**config.mk**
```make
export PLATFORM = sky130hd
export DESIGN_NAME = sffpm_out_stage
export DESIGN_NICKNAME = d
export VERILOG_FILES = /design/src/rtl/sffpm_pkg.sv /design/src/rtl/sffpm_out_stage.sv
export VERILOG_INCLUDE_DIRS = /design/src /design/src/rtl
export SDC_FILE = /design/constraint.sdc
export NUM_CORES = 1
export LEC_CHECK = 0
export BUFFER_PORTS_ARGS = -buffer_cell sky130_fd_sc_hd__buf_4
export CORE_ASPECT_RATIO = 1.2
export CORE_MARGIN = 2
export CORE_UTILIZATION = 53
export DETAILED_ROUTE_END_ITERATION = 7
export PLACE_DENSITY = 0.89
export SETUP_SLACK_MARGIN = 0.05
export SLEW_MARGIN = 10
export SYNTH_ARGS = -nofsm -noshare
export SYNTH_HDL_FRONTEND = slang
export SYNTH_SLANG_ARGS = --single-unit
```
**constraint.sdc**
```tcl
create_clock -name clk -period 15.1 [get_ports clk]
set_input_delay 2.265 -clock clk [delete_from_list [all_inputs] [get_ports clk]]
set_output_delay 2.265 -clock clk [all_outputs]
set_load 0.005 [all_outputs]
```
**src/rtl/stereo_frame_fifo_with_peak_meter_defines.svh**
```systemverilog
// ----------------------------------------------------------------------------
// Stereo frame FIFO assertion macros
// Concurrent check macros shared by the RTL files. They expand to nothing
// when SYNTHESIS is defined. Each use expects clk and rst_n in scope.
// ----------------------------------------------------------------------------
`ifndef STEREO_FRAME_FIFO_WITH_PEAK_METER_DEFINES_SVH
`define STEREO_FRAME_FIFO_WITH_PEAK_METER_DEFINES_SVH

`ifndef SYNTHESIS

// Same-cycle implication check.
`define SFFPM_ASSERT_IMPL(lbl, ante, cons, msg) \
    lbl: assert property (@(posedge clk) disable iff (!rst_n) (ante) |-> (cons)) \
        else $error(msg);

// Next-cycle implication check.
`define SFFPM_ASSERT_NEXT(lbl, ante, cons, msg) \
    lbl: assert property (@(posedge clk) disable iff (!rst_n) (ante) |=> (cons)) \
        else $error(msg);

`else

`define SFFPM_ASSERT_IMPL(lbl, ante, cons, msg)
`define SFFPM_ASSERT_NEXT(lbl, ante, cons, msg)

`endif

`endif

```
**src/rtl/sffpm_pkg.sv**
```systemverilog
`timescale 1ns / 1ps
// ----------------------------------------------------------------------------
// Stereo frame FIFO package
// Item types, field widths, opcodes and the sample magnitude function.
// ----------------------------------------------------------------------------
package sffpm_pkg;

    localparam int SAMPLE_W = 24;
    localparam int PEAK_W   = 23;
    localparam int COUNT_W  = 7;
    localparam int TOTAL_W  = 32;
    localparam int FRAME_W  = 2 * SAMPLE_W;

    localparam logic OP_PUSH = 1'b0;
    localparam logic OP_READ = 1'b1;

    typedef struct packed {
        logic                       opcode;
        logic signed [SAMPLE_W-1:0] in_left;
        logic signed [SAMPLE_W-1:0] in_right;
        logic [COUNT_W-1:0]         block_frames;
        logic                       flush_first;
    } req_item_t;

    typedef struct packed {
        logic signed [SAMPLE_W-1:0] out_left;
        logic signed [SAMPLE_W-1:0] out_right;
        logic                       filled;
        logic                       last;
        logic [PEAK_W-1:0]          peak_left;
        logic [PEAK_W-1:0]          peak_right;
        logic [COUNT_W-1:0]         delivered;
        logic [TOTAL_W-1:0]         underrun_total;
    } rsp_item_t;

    // Control from the sequencer to the output stage.
    typedef struct packed {
        logic block_start;
        logic iss_valid;
        logic iss_filled;
        logic iss_last;
    } seq_ctrl_t;

    // Absolute value of a Q1.23 sample; the most negative code saturates.
    function automatic logic [PEAK_W-1:0] magnitude(input logic [SAMPLE_W-1:0] s);
        logic [SAMPLE_W-1:0] neg;
        neg = ~s + 1'b1;
        if (!s[SAMPLE_W-1])
        begin
            magnitude = s[PEAK_W-1:0];
        end
        else if (neg[SAMPLE_W-1])
        begin
            magnitude = '1;
        end
        else
        begin
            magnitude = neg[PEAK_W-1:0];
        end
    endfunction

endpackage

```
**src/rtl/sffpm_out_stage.sv**
```systemverilog
`timescale 1ns / 1ps
`include "stereo_frame_fifo_with_peak_meter_defines.svh"
// ----------------------------------------------------------------------------
// Stereo frame FIFO output stage
// Takes the registered store data, applies zero fill, tracks the running
// peaks and delivered count, and buffers results in a two-entry queue.
// ----------------------------------------------------------------------------
module sffpm_out_stage
    import sffpm_pkg::*;
(
    input  logic               clk,
    input  logic               rst_n,
    input  seq_ctrl_t          ctrl,
    input  logic [FRAME_W-1:0] rd_data,
    input  logic [TOTAL_W-1:0] underrun_total,
    output logic               issue_ok,
    output logic               rsp_valid,
    input  logic               rsp_ready,
    output rsp_item_t          rsp_item
);

    logic               land_valid_reg;
    logic               land_filled_reg;
    logic               land_last_reg;
    logic [PEAK_W-1:0]  peak_l_reg, peak_l_next;
    logic [PEAK_W-1:0]  peak_r_reg, peak_r_next;
    logic [COUNT_W-1:0] dlv_reg, dlv_next;
    logic               head_valid_reg, head_valid_next;
    logic               skid_valid_reg, skid_valid_next;
    rsp_item_t          head_reg, head_next;
    rsp_item_t          skid_reg, skid_next;

    logic [SAMPLE_W-1:0] left;
    logic [SAMPLE_W-1:0] right;
    logic [PEAK_W-1:0]   mag_l;
    logic [PEAK_W-1:0]   mag_r;
    rsp_item_t           land_item;
    logic                pop;
    logic [1:0]          occ;

    assign left  = land_filled_reg ? rd_data[FRAME_W-1:SAMPLE_W] : '0;
    assign right = land_filled_reg ? rd_data[SAMPLE_W-1:0] : '0;
    assign mag_l = magnitude(left);
    assign mag_r = magnitude(right);

    always_comb
    begin
        land_item.out_left       = left;
        land_item.out_right      = right;
        land_item.filled         = land_filled_reg;
        land_item.last           = land_last_reg;
        land_item.peak_left      = (mag_l > peak_l_reg) ? mag_l : peak_l_reg;
        land_item.peak_right     = (mag_r > peak_r_reg) ? mag_r : peak_r_reg;
        land_item.delivered      = dlv_reg + COUNT_W'(land_filled_reg);
        land_item.underrun_total = underrun_total;
    end

    // A new block restarts the meter even if the previous block's last frame
    // lands in the same cycle; that frame already carries its own totals.
    always_comb
    begin
        peak_l_next = peak_l_reg;
        peak_r_next = peak_r_reg;
        dlv_next    = dlv_reg;
        if (ctrl.block_start)
        begin
            peak_l_next = '0;
            peak_r_next = '0;
            dlv_next    = '0;
        end
        else if (land_valid_reg)
        begin
            peak_l_next = land_item.peak_left;
            peak_r_next = land_item.peak_right;
            dlv_next    = land_item.delivered;
        end
    end

    assign pop      = head_valid_reg && rsp_ready;
    assign occ      = 2'(head_valid_reg) + 2'(skid_valid_reg) + 2'(land_valid_reg);
    assign issue_ok = (occ < 2'd2) || ((occ == 2'd2) && pop);

    always_comb
    begin
        head_valid_next = head_valid_reg;
        skid_valid_next = skid_valid_reg;
        head_next       = head_reg;
        skid_next       = skid_reg;
        if (pop)
        begin
            if (skid_valid_reg)
            begin
                head_next       = skid_reg;
                skid_valid_next = land_valid_reg;
                skid_next       = land_item;
            end
            else
            begin
                head_valid_next = land_valid_reg;
                head_next       = land_item;
            end
        end
        else if (!head_valid_reg)
        begin
            head_valid_next = land_valid_reg;
            head_next       = land_item;
        end
        else if (land_valid_reg)
        begin
            skid_valid_next = 1'b1;
            skid_next       = land_item;
        end
    end

    always_ff @(posedge clk or negedge rst_n)
    begin
        if (!rst_n)
        begin
            land_valid_reg <= 1'b0;
            head_valid_reg <= 1'b0;
            skid_valid_reg <= 1'b0;
            peak_l_reg     <= '0;
            peak_r_reg     <= '0;
            dlv_reg        <= '0;
        end
        else
        begin
            land_valid_reg <= ctrl.iss_valid;
            head_valid_reg <= head_valid_next;
            skid_valid_reg <= skid_valid_next;
            peak_l_reg     <= peak_l_next;
            peak_r_reg     <= peak_r_next;
            dlv_reg        <= dlv_next;
        end
    end

    always_ff @(posedge clk)
    begin
        land_filled_reg <= ctrl.iss_filled;
        land_last_reg   <= ctrl.iss_last;
        head_reg        <= head_next;
        skid_reg        <= skid_next;
    end

    assign rsp_valid = head_valid_reg;
    assign rsp_item  = head_reg;

    `SFFPM_ASSERT_IMPL(a_skid_needs_head, skid_valid_reg, head_valid_reg, "skid without head")
    `SFFPM_ASSERT_IMPL(a_no_overfill, 1'b1, occ <= 2'd2, "output queue overfilled")

endmodule

```
==> flow_summary.yaml <==
detailed_routing:
  vias: 13451
  dr.pass1.iters: 8
  viasPerCell: 6.16
  ant_nets: 0
  wl_per_cell_um: 20.0
  drt-total-wl_mm: 43.7
  drc_errors: 13
  drt_iter0_drc: 1708
power_and_ir_drop:
  p_sw_mw: 0.715
  p_leak_nw: 8.12
  p_seq_share_pct: 46.9
  clkPwrFrac_pct: 31.9
  p_sw_share_pct: 28.5
  comb_power_share_pct: 21.2
  vdd_drop_max_v: 0.000130
  p_int_mw: 1.79
  powerDensity_mw_per_mm2: 127
die:
  rows: 71
  coreArea_mm2: 0.0313
  fp.dieW_um: 166
  die_area_mm2: 0.0330
  die_h_um: 199
  num_io_pins: 224
  initial_utilization_pct: 53.5
clock_tree:
  clockRootBuffer: "clkbuf_16"
  clockBufferDepth: 3
  htreeDepth: 1
  clock_latency_ns: 0.56
  numCtsBuffers: 30
  post_cts_resized: 0
  post-cts-setup-buffers: 0
  clk_pin_slew_ns: 0.07
  holdBufCountCts: 0
  cts_tree: "built"
  clock_sinks: 328
final_layout:
  final_cell_area_mm2: 0.0197
  nNetsFinal: 1896
  post-route-util_pct: 62.9
  area_growth_pct: 17.5
  antennaDiodeCount: 0
  layout-drive-gt1-share_pct: 20.0
yosys:
  yosysMostFrequentCell: "nand2_1"
  yosysTopAreaCellShare_pct: 48.4
  synth_async_sr_flop_share_pct: 17.1
  synth_warnings: 0
  synthTopCellsByArea: "edfxtp_1, dfrtp_1, nand2_1, ha_1, o21ai_0"
  synth-seq-cells: 328
  ys.flop_type: "edfxtp_1"
  synth_sequential_area_ratio_pct: 57.0
  synthCells: 1596
  syn_nets: 1735
  synthTopCellsByCount: "nand2_1, edfxtp_1, o21ai_0"
  postSynthAreaPerCell_um2: 10.5
  synth_top_cell_by_area: "edfxtp_1"
  ys_types: 80
  synth_area_mm2: 0.0167
  synth_edf_count: 270
setup_path:
  worstPathMaxFanout: 25
  cp-start-kind: "primary input"
  endpoint_kind: "flop"
  path_class: "in2reg"
  required_ns: 15.41
  worst_ep_arrival_time_ns: 7.15
sta:
  tightestPinTransition_ns: 1.23
  hold_viol_final: 0
  layout_min_cycle_time_ns: 6.85
  rsz0062_at_grt: "false"
  max_freq_ghz: 0.146
  finalMaxSlewViolations: 0
  fin_skew_ns: 0.0116
  setup_viol: 0
  layout_setup_ws_ns: 8.25
  whs_ns: 0.434
  setup_tns_ns: 0
  timing.slew.headroom_pct: 17.7
  period_share_pct: 45.3
grt:
  grt_pass1_vias: 13048
  grt_max_degree: 85
  grt_use_total_pct: 25.5
  antenna_found_initial: 0
  grt_remaining_overflow: 0
  grt_pass1_wl_mm: 68.5
placed_design:
  pre_cts_ws_ns: 7.80
  gp_congestion: 0.928
  placed_area_mm2: 0.0186
  numPortBuffers: 223
  post-dp-hpwl_mm: 29.2
min_path:
  hp-class: "reg2reg"
run_status:
  violations: "design-rule violations"
  outcome: "finished with violations"
flow_run:
  drv_cap: 0
==> final cells by class <==
class                           count  area (um2)
Fill cell                        2363       11600
Clock buffer                       42         857
Clock inverter                     14         195
Multi-Input combinational cell   1075        6470
Tap cell                          401         502
Inverter                           84         315
Timing Repair Buffer              238        1790
Sequential cell                   328        9550
==> placed cells by master (no fill, tap or decap), types with 21 or more instances in the layout <==
cell type	instances
buf_4	238
o31ai_1	21
nor2_1	84
inv_1	83
dfrtp_1	56
a21oi_1	44
ha_1	51
and2_1	35
nand2_1	332
a31oi_1	46
edfxtp_1	270
o21ai_0	104
a31o_2	21
nand3_1	54
clkbuf_16	31
==> through the flow <==
| step | instances | total power, mW |
|---|---|---|
| floorplan | 1596 | 1.51 |
| global placement | 2126 | 1.70 |
| detailed placement | 2126 | 1.72 |
| CTS | 2182 | 2.52 |
| global route | 2182 | 2.61 |
| finish | 2182 | 2.51 |
==> critical path, stage by stage <==
cell and delay (ns):
buf_4 0.14, nor4_1 0.49, and2_1 0.60, a21boi_0 0.34, o311ai_0 0.22, o211ai_1 0.26, inv_1 0.13, ha_1 0.26
a21o_1 0.19, a221o_1 0.31, a221oi_2 0.46, and3_1 0.87, nor2_2 0.26, mux2_2 0.34
==> cells by family after synthesis <==
family | after synthesis | share of synthesized area, %
buf+inv | 193 | 4.65
xor+xnor | 10 | 0.523
simple gates | 609 | 16.9
mux | 11 | 0.680
fa+ha+maj | 52 | 3.93
compound gates | 393 | 16.3
flops | 328 | 57.0
==> routing by layer <==
metal	vias up	track usage (%)	part of all wire, %
met4	0	9.45	3.1
met5	-	0	0
met2	703	41.8	48
met1	6443	34.2	40
met3	96	4.60	8.7
li1	6209	-	-
==> power by group through the flow <==
stage	logic [mW]	registers (mW)	clock network, mW
3_3_place_gp	0.506	1.19	0
3_5_place_dp	0.523	1.19	0
5_1_grt	0.582	1.19	0.842
2_1_floorplan	0.298	1.21	0
4_1_cts	0.526	1.18	0.812
6_report	0.532	1.18	0.799
==> final timing paths <==
kind	endpoint	slack, ns	depth (start not counted)	startpoint
min in group asynchronous	dlv_reg[0]	1.78	1	rst_n
max in group asynchronous	peak_l_reg[6]	12.74	1	rst_n
setup / recovery	skid_reg[70]	8.25	14	rd_data[46]
setup reg to reg	skid_reg[70]	9.26	16	land_filled_reg
hold reg to reg	skid_reg[85]	0.43	0	land_last_reg
hold / removal	skid_reg[85]	0.43	0	land_last_reg
(Power assumes the default switching activity.)
