File: config.mk
export PLATFORM = sky130hd
export DESIGN_NAME = sffpm_seq
export DESIGN_NICKNAME = d
export VERILOG_FILES = /design/src/rtl/sffpm_pkg.sv /design/src/rtl/sffpm_seq.sv
export VERILOG_INCLUDE_DIRS = /design/src /design/src/rtl
export SDC_FILE = /design/constraint.sdc
export NUM_CORES = 1
export LEC_CHECK = 0
export BUFFER_PORTS_ARGS = -buffer_cell sky130_fd_sc_hd__buf_2
export CORE_ASPECT_RATIO = 0.9
export CORE_MARGIN = 4
export CORE_UTILIZATION = 37
export CTS_CLUSTER_SIZE = 20
export DETAILED_ROUTE_END_ITERATION = 7
export PLACE_DENSITY_LB_ADDON = 0.12
export SYNTH_ARGS = -nofsm -noshare
export SYNTH_HDL_FRONTEND = slang
export SYNTH_SLANG_ARGS = --single-unit
File: constraint.sdc
create_clock -name clk -period 6.95 [get_ports clk]
set_input_delay 1.39 -clock clk [delete_from_list [all_inputs] [get_ports clk]]
set_output_delay 1.39 -clock clk [all_outputs]
set_load 0.02 [all_outputs]
File: src/rtl/stereo_frame_fifo_with_peak_meter_defines.svh
// ----------------------------------------------------------------------------
// Stereo frame FIFO assertion macros
// Concurrent check macros shared by the RTL files. They expand to nothing
// when SYNTHESIS is defined. Each use expects clk and rst_n in scope.
// ----------------------------------------------------------------------------
`ifndef STEREO_FRAME_FIFO_WITH_PEAK_METER_DEFINES_SVH
`define STEREO_FRAME_FIFO_WITH_PEAK_METER_DEFINES_SVH

`ifndef SYNTHESIS

// Same-cycle implication check.
`define SFFPM_ASSERT_IMPL(lbl, ante, cons, msg) \
    lbl: assert property (@(posedge clk) disable iff (!rst_n) (ante) |-> (cons)) \
        else $error(msg);

// Next-cycle implication check.
`define SFFPM_ASSERT_NEXT(lbl, ante, cons, msg) \
    lbl: assert property (@(posedge clk) disable iff (!rst_n) (ante) |=> (cons)) \
        else $error(msg);

`else

`define SFFPM_ASSERT_IMPL(lbl, ante, cons, msg)
`define SFFPM_ASSERT_NEXT(lbl, ante, cons, msg)

`endif

`endif

File: src/rtl/sffpm_pkg.sv
`timescale 1ns / 1ps
// ----------------------------------------------------------------------------
// Stereo frame FIFO package
// Item types, field widths, opcodes and the sample magnitude function.
// ----------------------------------------------------------------------------
package sffpm_pkg;

    localparam int SAMPLE_W = 24;
    localparam int PEAK_W   = 23;
    localparam int COUNT_W  = 7;
    localparam int TOTAL_W  = 32;
    localparam int FRAME_W  = 2 * SAMPLE_W;

    localparam logic OP_PUSH = 1'b0;
    localparam logic OP_READ = 1'b1;

    typedef struct packed {
        logic                       opcode;
        logic signed [SAMPLE_W-1:0] in_left;
        logic signed [SAMPLE_W-1:0] in_right;
        logic [COUNT_W-1:0]         block_frames;
        logic                       flush_first;
    } req_item_t;

    typedef struct packed {
        logic signed [SAMPLE_W-1:0] out_left;
        logic signed [SAMPLE_W-1:0] out_right;
        logic                       filled;
        logic                       last;
        logic [PEAK_W-1:0]          peak_left;
        logic [PEAK_W-1:0]          peak_right;
        logic [COUNT_W-1:0]         delivered;
        logic [TOTAL_W-1:0]         underrun_total;
    } rsp_item_t;

    // Control from the sequencer to the output stage.
    typedef struct packed {
        logic block_start;
        logic iss_valid;
        logic iss_filled;
        logic iss_last;
    } seq_ctrl_t;

    // Absolute value of a Q1.23 sample; the most negative code saturates.
    function automatic logic [PEAK_W-1:0] magnitude(input logic [SAMPLE_W-1:0] s);
        logic [SAMPLE_W-1:0] neg;
        neg = ~s + 1'b1;
        if (!s[SAMPLE_W-1])
        begin
            magnitude = s[PEAK_W-1:0];
        end
        else if (neg[SAMPLE_W-1])
        begin
            magnitude = '1;
        end
        else
        begin
            magnitude = neg[PEAK_W-1:0];
        end
    endfunction

endpackage

File: src/rtl/sffpm_seq.sv
`timescale 1ns / 1ps
`include "stereo_frame_fifo_with_peak_meter_defines.svh"
// ----------------------------------------------------------------------------
// Stereo frame FIFO sequencer
// Owns the queue pointers, the underrun counter and the configuration bit.
// Stores pushed frames and reads the store once per filled frame of a block.
// ----------------------------------------------------------------------------
module sffpm_seq
    import sffpm_pkg::*;
#(
    parameter int CAPACITY  = 1024,
    parameter int MAX_BLOCK = 64,
    parameter int AW        = 10
)
(
    input  logic               clk,
    input  logic               rst_n,
    input  logic               req_valid,
    output logic               req_ready,
    input  req_item_t          req_item,
    input  logic               cfg_we,
    input  logic               cfg_wdata,
    input  logic               issue_ok,
    output seq_ctrl_t          ctrl,
    output logic [TOTAL_W-1:0] underrun_total,
    output logic               wr_en,
    output logic [AW-1:0]      wr_addr,
    output logic [FRAME_W-1:0] wr_data,
    output logic               rd_en,
    output logic [AW-1:0]      rd_addr
);

    localparam int LW = AW + 1;
    localparam int CW = (LW > COUNT_W) ? LW : COUNT_W;

    typedef enum logic {S_IDLE, S_RUN} state_t;

    state_t             state_reg, state_next;
    logic               w_wrap_reg, w_wrap_next;
    logic               r_wrap_reg, r_wrap_next;
    logic [AW-1:0]      w_slot_reg, w_slot_next;
    logic [AW-1:0]      r_slot_reg, r_slot_next;
    logic [COUNT_W-1:0] req_len_reg, req_len_next;
    logic [COUNT_W-1:0] avail_reg, avail_next;
    logic [COUNT_W-1:0] issued_reg, issued_next;
    logic [TOTAL_W-1:0] underrun_reg, underrun_next;
    logic               starve_reg, starve_next;

    logic [LW-1:0]      level;
    logic               full;
    logic               accept;
    logic [COUNT_W-1:0] req_len;
    logic [COUNT_W-1:0] avail_now;
    logic               iss_fire;
    logic               iss_filled;
    logic               iss_last;

    // The fill level is the pointer distance; equal wrap bits mean no wrap.
    always_comb
    begin
        if (w_wrap_reg == r_wrap_reg)
        begin
            level = LW'(w_slot_reg) - LW'(r_slot_reg);
        end
        else
        begin
            level = LW'(CAPACITY) - LW'(r_slot_reg) + LW'(w_slot_reg);
        end
    end

    assign full      = (level == LW'(CAPACITY));
    assign req_ready = (state_reg == S_IDLE);
    assign accept    = req_valid && req_ready;

    // Clamp the requested length to 1..MAX_BLOCK.
    always_comb
    begin
        if (req_item.block_frames == '0)
        begin
            req_len = COUNT_W'(1);
        end
        else if (req_item.block_frames > COUNT_W'(MAX_BLOCK))
        begin
            req_len = COUNT_W'(MAX_BLOCK);
        end
        else
        begin
            req_len = req_item.block_frames;
        end
    end

    always_comb
    begin
        if (req_item.flush_first)
        begin
            avail_now = '0;
        end
        else if (CW'(level) < CW'(req_len))
        begin
            avail_now = COUNT_W'(level);
        end
        else
        begin
            avail_now = req_len;
        end
    end

    assign iss_fire   = (state_reg == S_RUN) && issue_ok;
    assign iss_filled = (issued_reg < avail_reg);
    assign iss_last   = (COUNT_W'(issued_reg + 1'b1) == req_len_reg);

    always_comb
    begin
        state_next    = state_reg;
        w_wrap_next   = w_wrap_reg;
        r_wrap_next   = r_wrap_reg;
        w_slot_next   = w_slot_reg;
        r_slot_next   = r_slot_reg;
        req_len_next  = req_len_reg;
        avail_next    = avail_reg;
        issued_next   = issued_reg;
        underrun_next = underrun_reg;
        starve_next   = cfg_we ? cfg_wdata : starve_reg;
        wr_en         = 1'b0;
        rd_en         = 1'b0;
        ctrl          = '0;

        case (state_reg)
            S_IDLE:
            begin
                if (accept && (req_item.opcode == OP_PUSH))
                begin
                    if (!full)
                    begin
                        wr_en = 1'b1;
                        if (w_slot_reg == AW'(CAPACITY - 1))
                        begin
                            w_slot_next = '0;
                            w_wrap_next = ~w_wrap_reg;
                        end
                        else
                        begin
                            w_slot_next = w_slot_reg + 1'b1;
                        end
                    end
                end
                else if (accept)
                begin
                    ctrl.block_start = 1'b1;
                    req_len_next     = req_len;
                    avail_next       = avail_now;
                    issued_next      = '0;
                    state_next       = S_RUN;
                    if (req_item.flush_first)
                    begin
                        r_slot_next = w_slot_reg;
                        r_wrap_next = w_wrap_reg;
                    end
                    if ((avail_now < req_len) && !starve_reg && (underrun_reg != '1))
                    begin
                        underrun_next = underrun_reg + 1'b1;
                    end
                end
            end
            S_RUN:
            begin
                if (iss_fire)
                begin
                    ctrl.iss_valid  = 1'b1;
                    ctrl.iss_filled = iss_filled;
                    ctrl.iss_last   = iss_last;
                    issued_next     = issued_reg + 1'b1;
                    if (iss_filled)
                    begin
                        rd_en = 1'b1;
                        if (r_slot_reg == AW'(CAPACITY - 1))
                        begin
                            r_slot_next = '0;
                            r_wrap_next = ~r_wrap_reg;
                        end
                        else
                        begin
                            r_slot_next = r_slot_reg + 1'b1;
                        end
                    end
                    if (iss_last)
                    begin
                        state_next = S_IDLE;
                    end
                end
            end
            default:
            begin
                state_next = S_IDLE;
            end
        endcase
    end

    always_ff @(posedge clk or negedge rst_n)
    begin
        if (!rst_n)
        begin
            state_reg    <= S_IDLE;
            w_wrap_reg   <= 1'b0;
            r_wrap_reg   <= 1'b0;
            w_slot_reg   <= '0;
            r_slot_reg   <= '0;
            req_len_reg  <= '0;
            avail_reg    <= '0;
            issued_reg   <= '0;
            underrun_reg <= '0;
            starve_reg   <= 1'b0;
        end
        else
        begin
            state_reg    <= state_next;
            w_wrap_reg   <= w_wrap_next;
            r_wrap_reg   <= r_wrap_next;
            w_slot_reg   <= w_slot_next;
            r_slot_reg   <= r_slot_next;
            req_len_reg  <= req_len_next;
            avail_reg    <= avail_next;
            issued_reg   <= issued_next;
            underrun_reg <= underrun_next;
            starve_reg   <= starve_next;
        end
    end

    assign underrun_total = underrun_reg;
    assign wr_addr        = w_slot_reg;
    assign wr_data        = {req_item.in_left, req_item.in_right};
    assign rd_addr        = r_slot_reg;

    `SFFPM_ASSERT_IMPL(a_level_bound, 1'b1, level <= LW'(CAPACITY), "fill level above capacity")
    `SFFPM_ASSERT_IMPL(a_read_not_empty, iss_fire && iss_filled, level != '0, "store read while empty")
    `SFFPM_ASSERT_NEXT(a_last_to_idle, iss_fire && iss_last, state_reg == S_IDLE, "block did not end")
    `SFFPM_ASSERT_NEXT(a_underrun_grows, 1'b1, underrun_reg >= $past(underrun_reg), "underrun fell")

endmodule

==> impl_results.md <==
* Status: completed
* Total GRT Usage at 16.59%
* Crit path DAT at 6.54 ns
* Worst r2r dst: underrun_total[22]$_DFFE_PN0P_
* Worst skew pair latency at 0.35 ns
* Asr flop ratio synth at 100.0%
* Post-Syn Nets at 695
* Avg Inst Size Synth at 9.017 um2
* Flops & latches, synth at 77
* Synth unique cells at 67
* Drt wl/cell at 16.22 um
* Initial antenna violation count at 0
* CTS Hold Bufs at 0
* Max reg flops at 32
* Post-CTS Setup Repair Bufs at 0
* Setup Skew at 0.01316 ns
* IO buf count at 73
* Clk buf depth at 2
* Die Ht at 122.7 um
* Final setup violation count at 0
* Setup WS post-layout at 0.6832 ns
* Cell breakdown of the critical path: inv_1, ha_1, inv_1, fa_1, a21o_1, a21oi_1, xnor2_1, ha_1, a2111o_1, a31oi_1, a2111oi_1, a211oi_2, a21oi_1, a31oi_1, nor2_1, ha_1, a21o_1, a21o_1, a2111oi_0, o21ai_2, buf_4, nor4b_2, xor2_1
* Largest cells by area after synthesis: dfrtp_1 (36%), ha_1 (7.2%), buf_4 (6.9%)
* Pre-CTS WS at 0.5577 ns
* Final TNS setup at 0 ns
* Reg-to-Reg Start: wr_addr[0]$_DFFE_PN0P_
* Core Region at 0.01416 mm2
* DRC at 0
* Synth top cells by count: dfrtp_1 (77), buf_4 (50), nand2_1 (49)
* Post-CTS resize count at 0
* Power per cell area at 416.5 mW/mm2
* Non-Filler Instances at 819
* Core Rows at 41
* Hold endpoint: avail_reg[0]$_DFFE_PN0P_
* Vias per inst at 5.355
* Crit-path max cell delay at 0.56 ns
* TritonCTS Buffers at 9
* Global-route wire length before repair at 22.09 mm
* Power, Total at 2.470 mW
* Finished Cell Area at 0.005931 mm2
* Gate Count Post-Synth at 600
* Clk sinks at 77
* Crit end category: flop
* Vias after detailed routing at 4386
* Worst path top cell family by delay: compound AO/OA/AOI/OAI gates
* Hold depth at 2
* Synth warn at 0
* Seq/Total Area, Yosys at 35.62%
* Placed Instance Area at 0.005600 mm2
* Crit Path Max Fanout at 26
* Starting Density at 38.21%
* Synth Flop Type: dfrtp_1
* Net Switching at 1.115 mW
* Most frequent cell after synthesis: dfrtp_1
* Comb pwr share at 50.9%
* CTS tree: built
* Nets at 716
* Remaining Overflow, GRT at 0
* Data required, critical path at 7.22 ns
* Vias in the first global route at 4285
* FF-to-FF path depth at 23
* Final core utilization at 41.89%
* Fmax at 159.6 MHz
* Area leader, netlist: dfrtp_1
* Area grow syn2layout at 9.621%
* Final Max Slew Viols at 0
* Largest net degree at the start of global routing at 78
* Worst-margin pin slew at 1.193 ns
* RSZ-0062 raised after global routing: false
* Post-synth EDFFs at 0
* Max-cap violation count at 0
* Die width at 135.5 um
* Ant diodes at 0
* Initial DRC count at 190
* H-tree depth at 3
* Hold Crit Class: reg -> reg
* Crit share post-route at 90.17%
* Crit-path slowest cell: a2111oi_0
* Post-Route WL at 13.29 mm
* Drt first pass iters at 4
* Antenna viol nets, final at 0
* Crit path time final at 6.267 ns
* Worst Setup Path Type: reg -> reg
* Cell Area, Synth at 0.005410 mm2
* Share of cells above drive strength 1 at 18.21%
* Peak supply drop at 171.9 uV
* Top-area cell type share of the netlist area at 35.62%
* Pleak at 2.885 nW
* CTS root buf: clkbuf_16
* Hold WS at 0.4817 ns
* P_int at 1.355 mW
* CP bufs+invs at 3
* Min-delay src: avail_reg[0]$_DFFE_PN0P_
* Post-Place Cells at 803
* Slew HR at 20.44%
* Setup slack, reg-to-reg at 0.68 ns
* Critical path startpoint category: flop
* Sequential share of power at 27.7%
* Hold Vio Cnt, Final at 0
* Boundary Pins at 170
* CTS clk-pin slew, worst paths at 0.07 ns
* Clock power share at 21.4%
* GP Congestion at 0.8196
* Hpwl dp at 9.792 mm
* Sw Share at 45.15%
* Die area at 0.01662 mm2
==> logic make-up after synthesis <==
group | count (synthesis) | synth area share (%)
adder cells (fa/ha/maj) | 32 | 7.539
multiplexers | 7 | 1.364
flip-flops | 77 | 35.62
AO/OA/AOI/OAI | 126 | 15.29
XOR/XNOR | 55 | 8.904
buffers and inverters | 100 | 10.66
AND/OR/NAND/NOR | 203 | 20.63
==> power by group through the flow <==
stage                     sequential, mW  clock [mW]  combinational [mW]
after CTS                          0.684       0.541                1.26
after global placement             0.688           0                1.23
final                              0.684       0.528                1.26
after floorplan                    0.703           0               0.954
after global routing               0.700       0.561                1.41
after detailed placement           0.692           0                1.25
==> layer usage <==
| layer | track usage [%] | vias up | share of wire (%) |
|---|---|---|---|
| li1 | - | 2149 | - |
| met1 | 22.60 | 2102 | 48 |
| met2 | 25.87 | 118 | 45 |
| met3 | 5.082 | 17 | 5.8 |
| met4 | 4.156 | 0 | 1.0 |
| met5 | 0 | - | 0 |
==> worst max path at each step <==
stage	from	endpoint	depth (start not counted)
floorplan	wr_addr[0]$_DFFE_PN0P_	underrun_total[7]$_DFFE_PN0P_	23
global placement	req_item[7]	underrun_total[22]$_DFFE_PN0P_	19
detailed placement	req_item[7]	underrun_total[22]$_DFFE_PN0P_	19
CTS	wr_addr[0]$_DFFE_PN0P_	underrun_total[22]$_DFFE_PN0P_	23
global route	wr_addr[0]$_DFFE_PN0P_	underrun_total[22]$_DFFE_PN0P_	23
finish	wr_addr[0]$_DFFE_PN0P_	underrun_total[22]$_DFFE_PN0P_	23
==> worst min-delay path, stage by stage (launching register included) <==
cell and delay, ns:
dfrtp_1 0.34, nand2_1 0.05, o21ai_0 0.06
==> cell type report <==
class / count / area, um2
clock inverters: 7 / 105.1
multi-input cells: 423 / 2910
clock buffers: 9 / 225.2
well taps: 193 / 241.5
inverters: 33 / 123.9
flip-flops and latches: 77 / 1927
fillers: 1439 / 8228
repair buffers: 77 / 397.9
==> placed cells by master, fill, tap and decap left out, types with 3 or more instances in the layout <==
master	instances
buf_2	72
xor2_1	42
mux2i_1	4
clkbuf_16	9
clkinv_1	3
mux2_2	3
o21ai_0	40
a21o_1	7
a21oi_1	19
nor4_2	6
o22ai_1	9
nand4_1	13
xnor2_1	13
o211a_1	3
a211oi_1	5
nand3_1	33
and3_1	9
a31oi_1	7
o21a_1	4
nor2b_1	4
nor2_1	32
ha_1	31
buf_4	5
o211ai_1	3
a22o_1	4
and4_1	4
and2_1	5
dfrtp_1	77
nand2b_1	3
inv_1	30
nand2_1	49
nor3_1	28
Note: power is estimated with default switching activity, not from simulation.
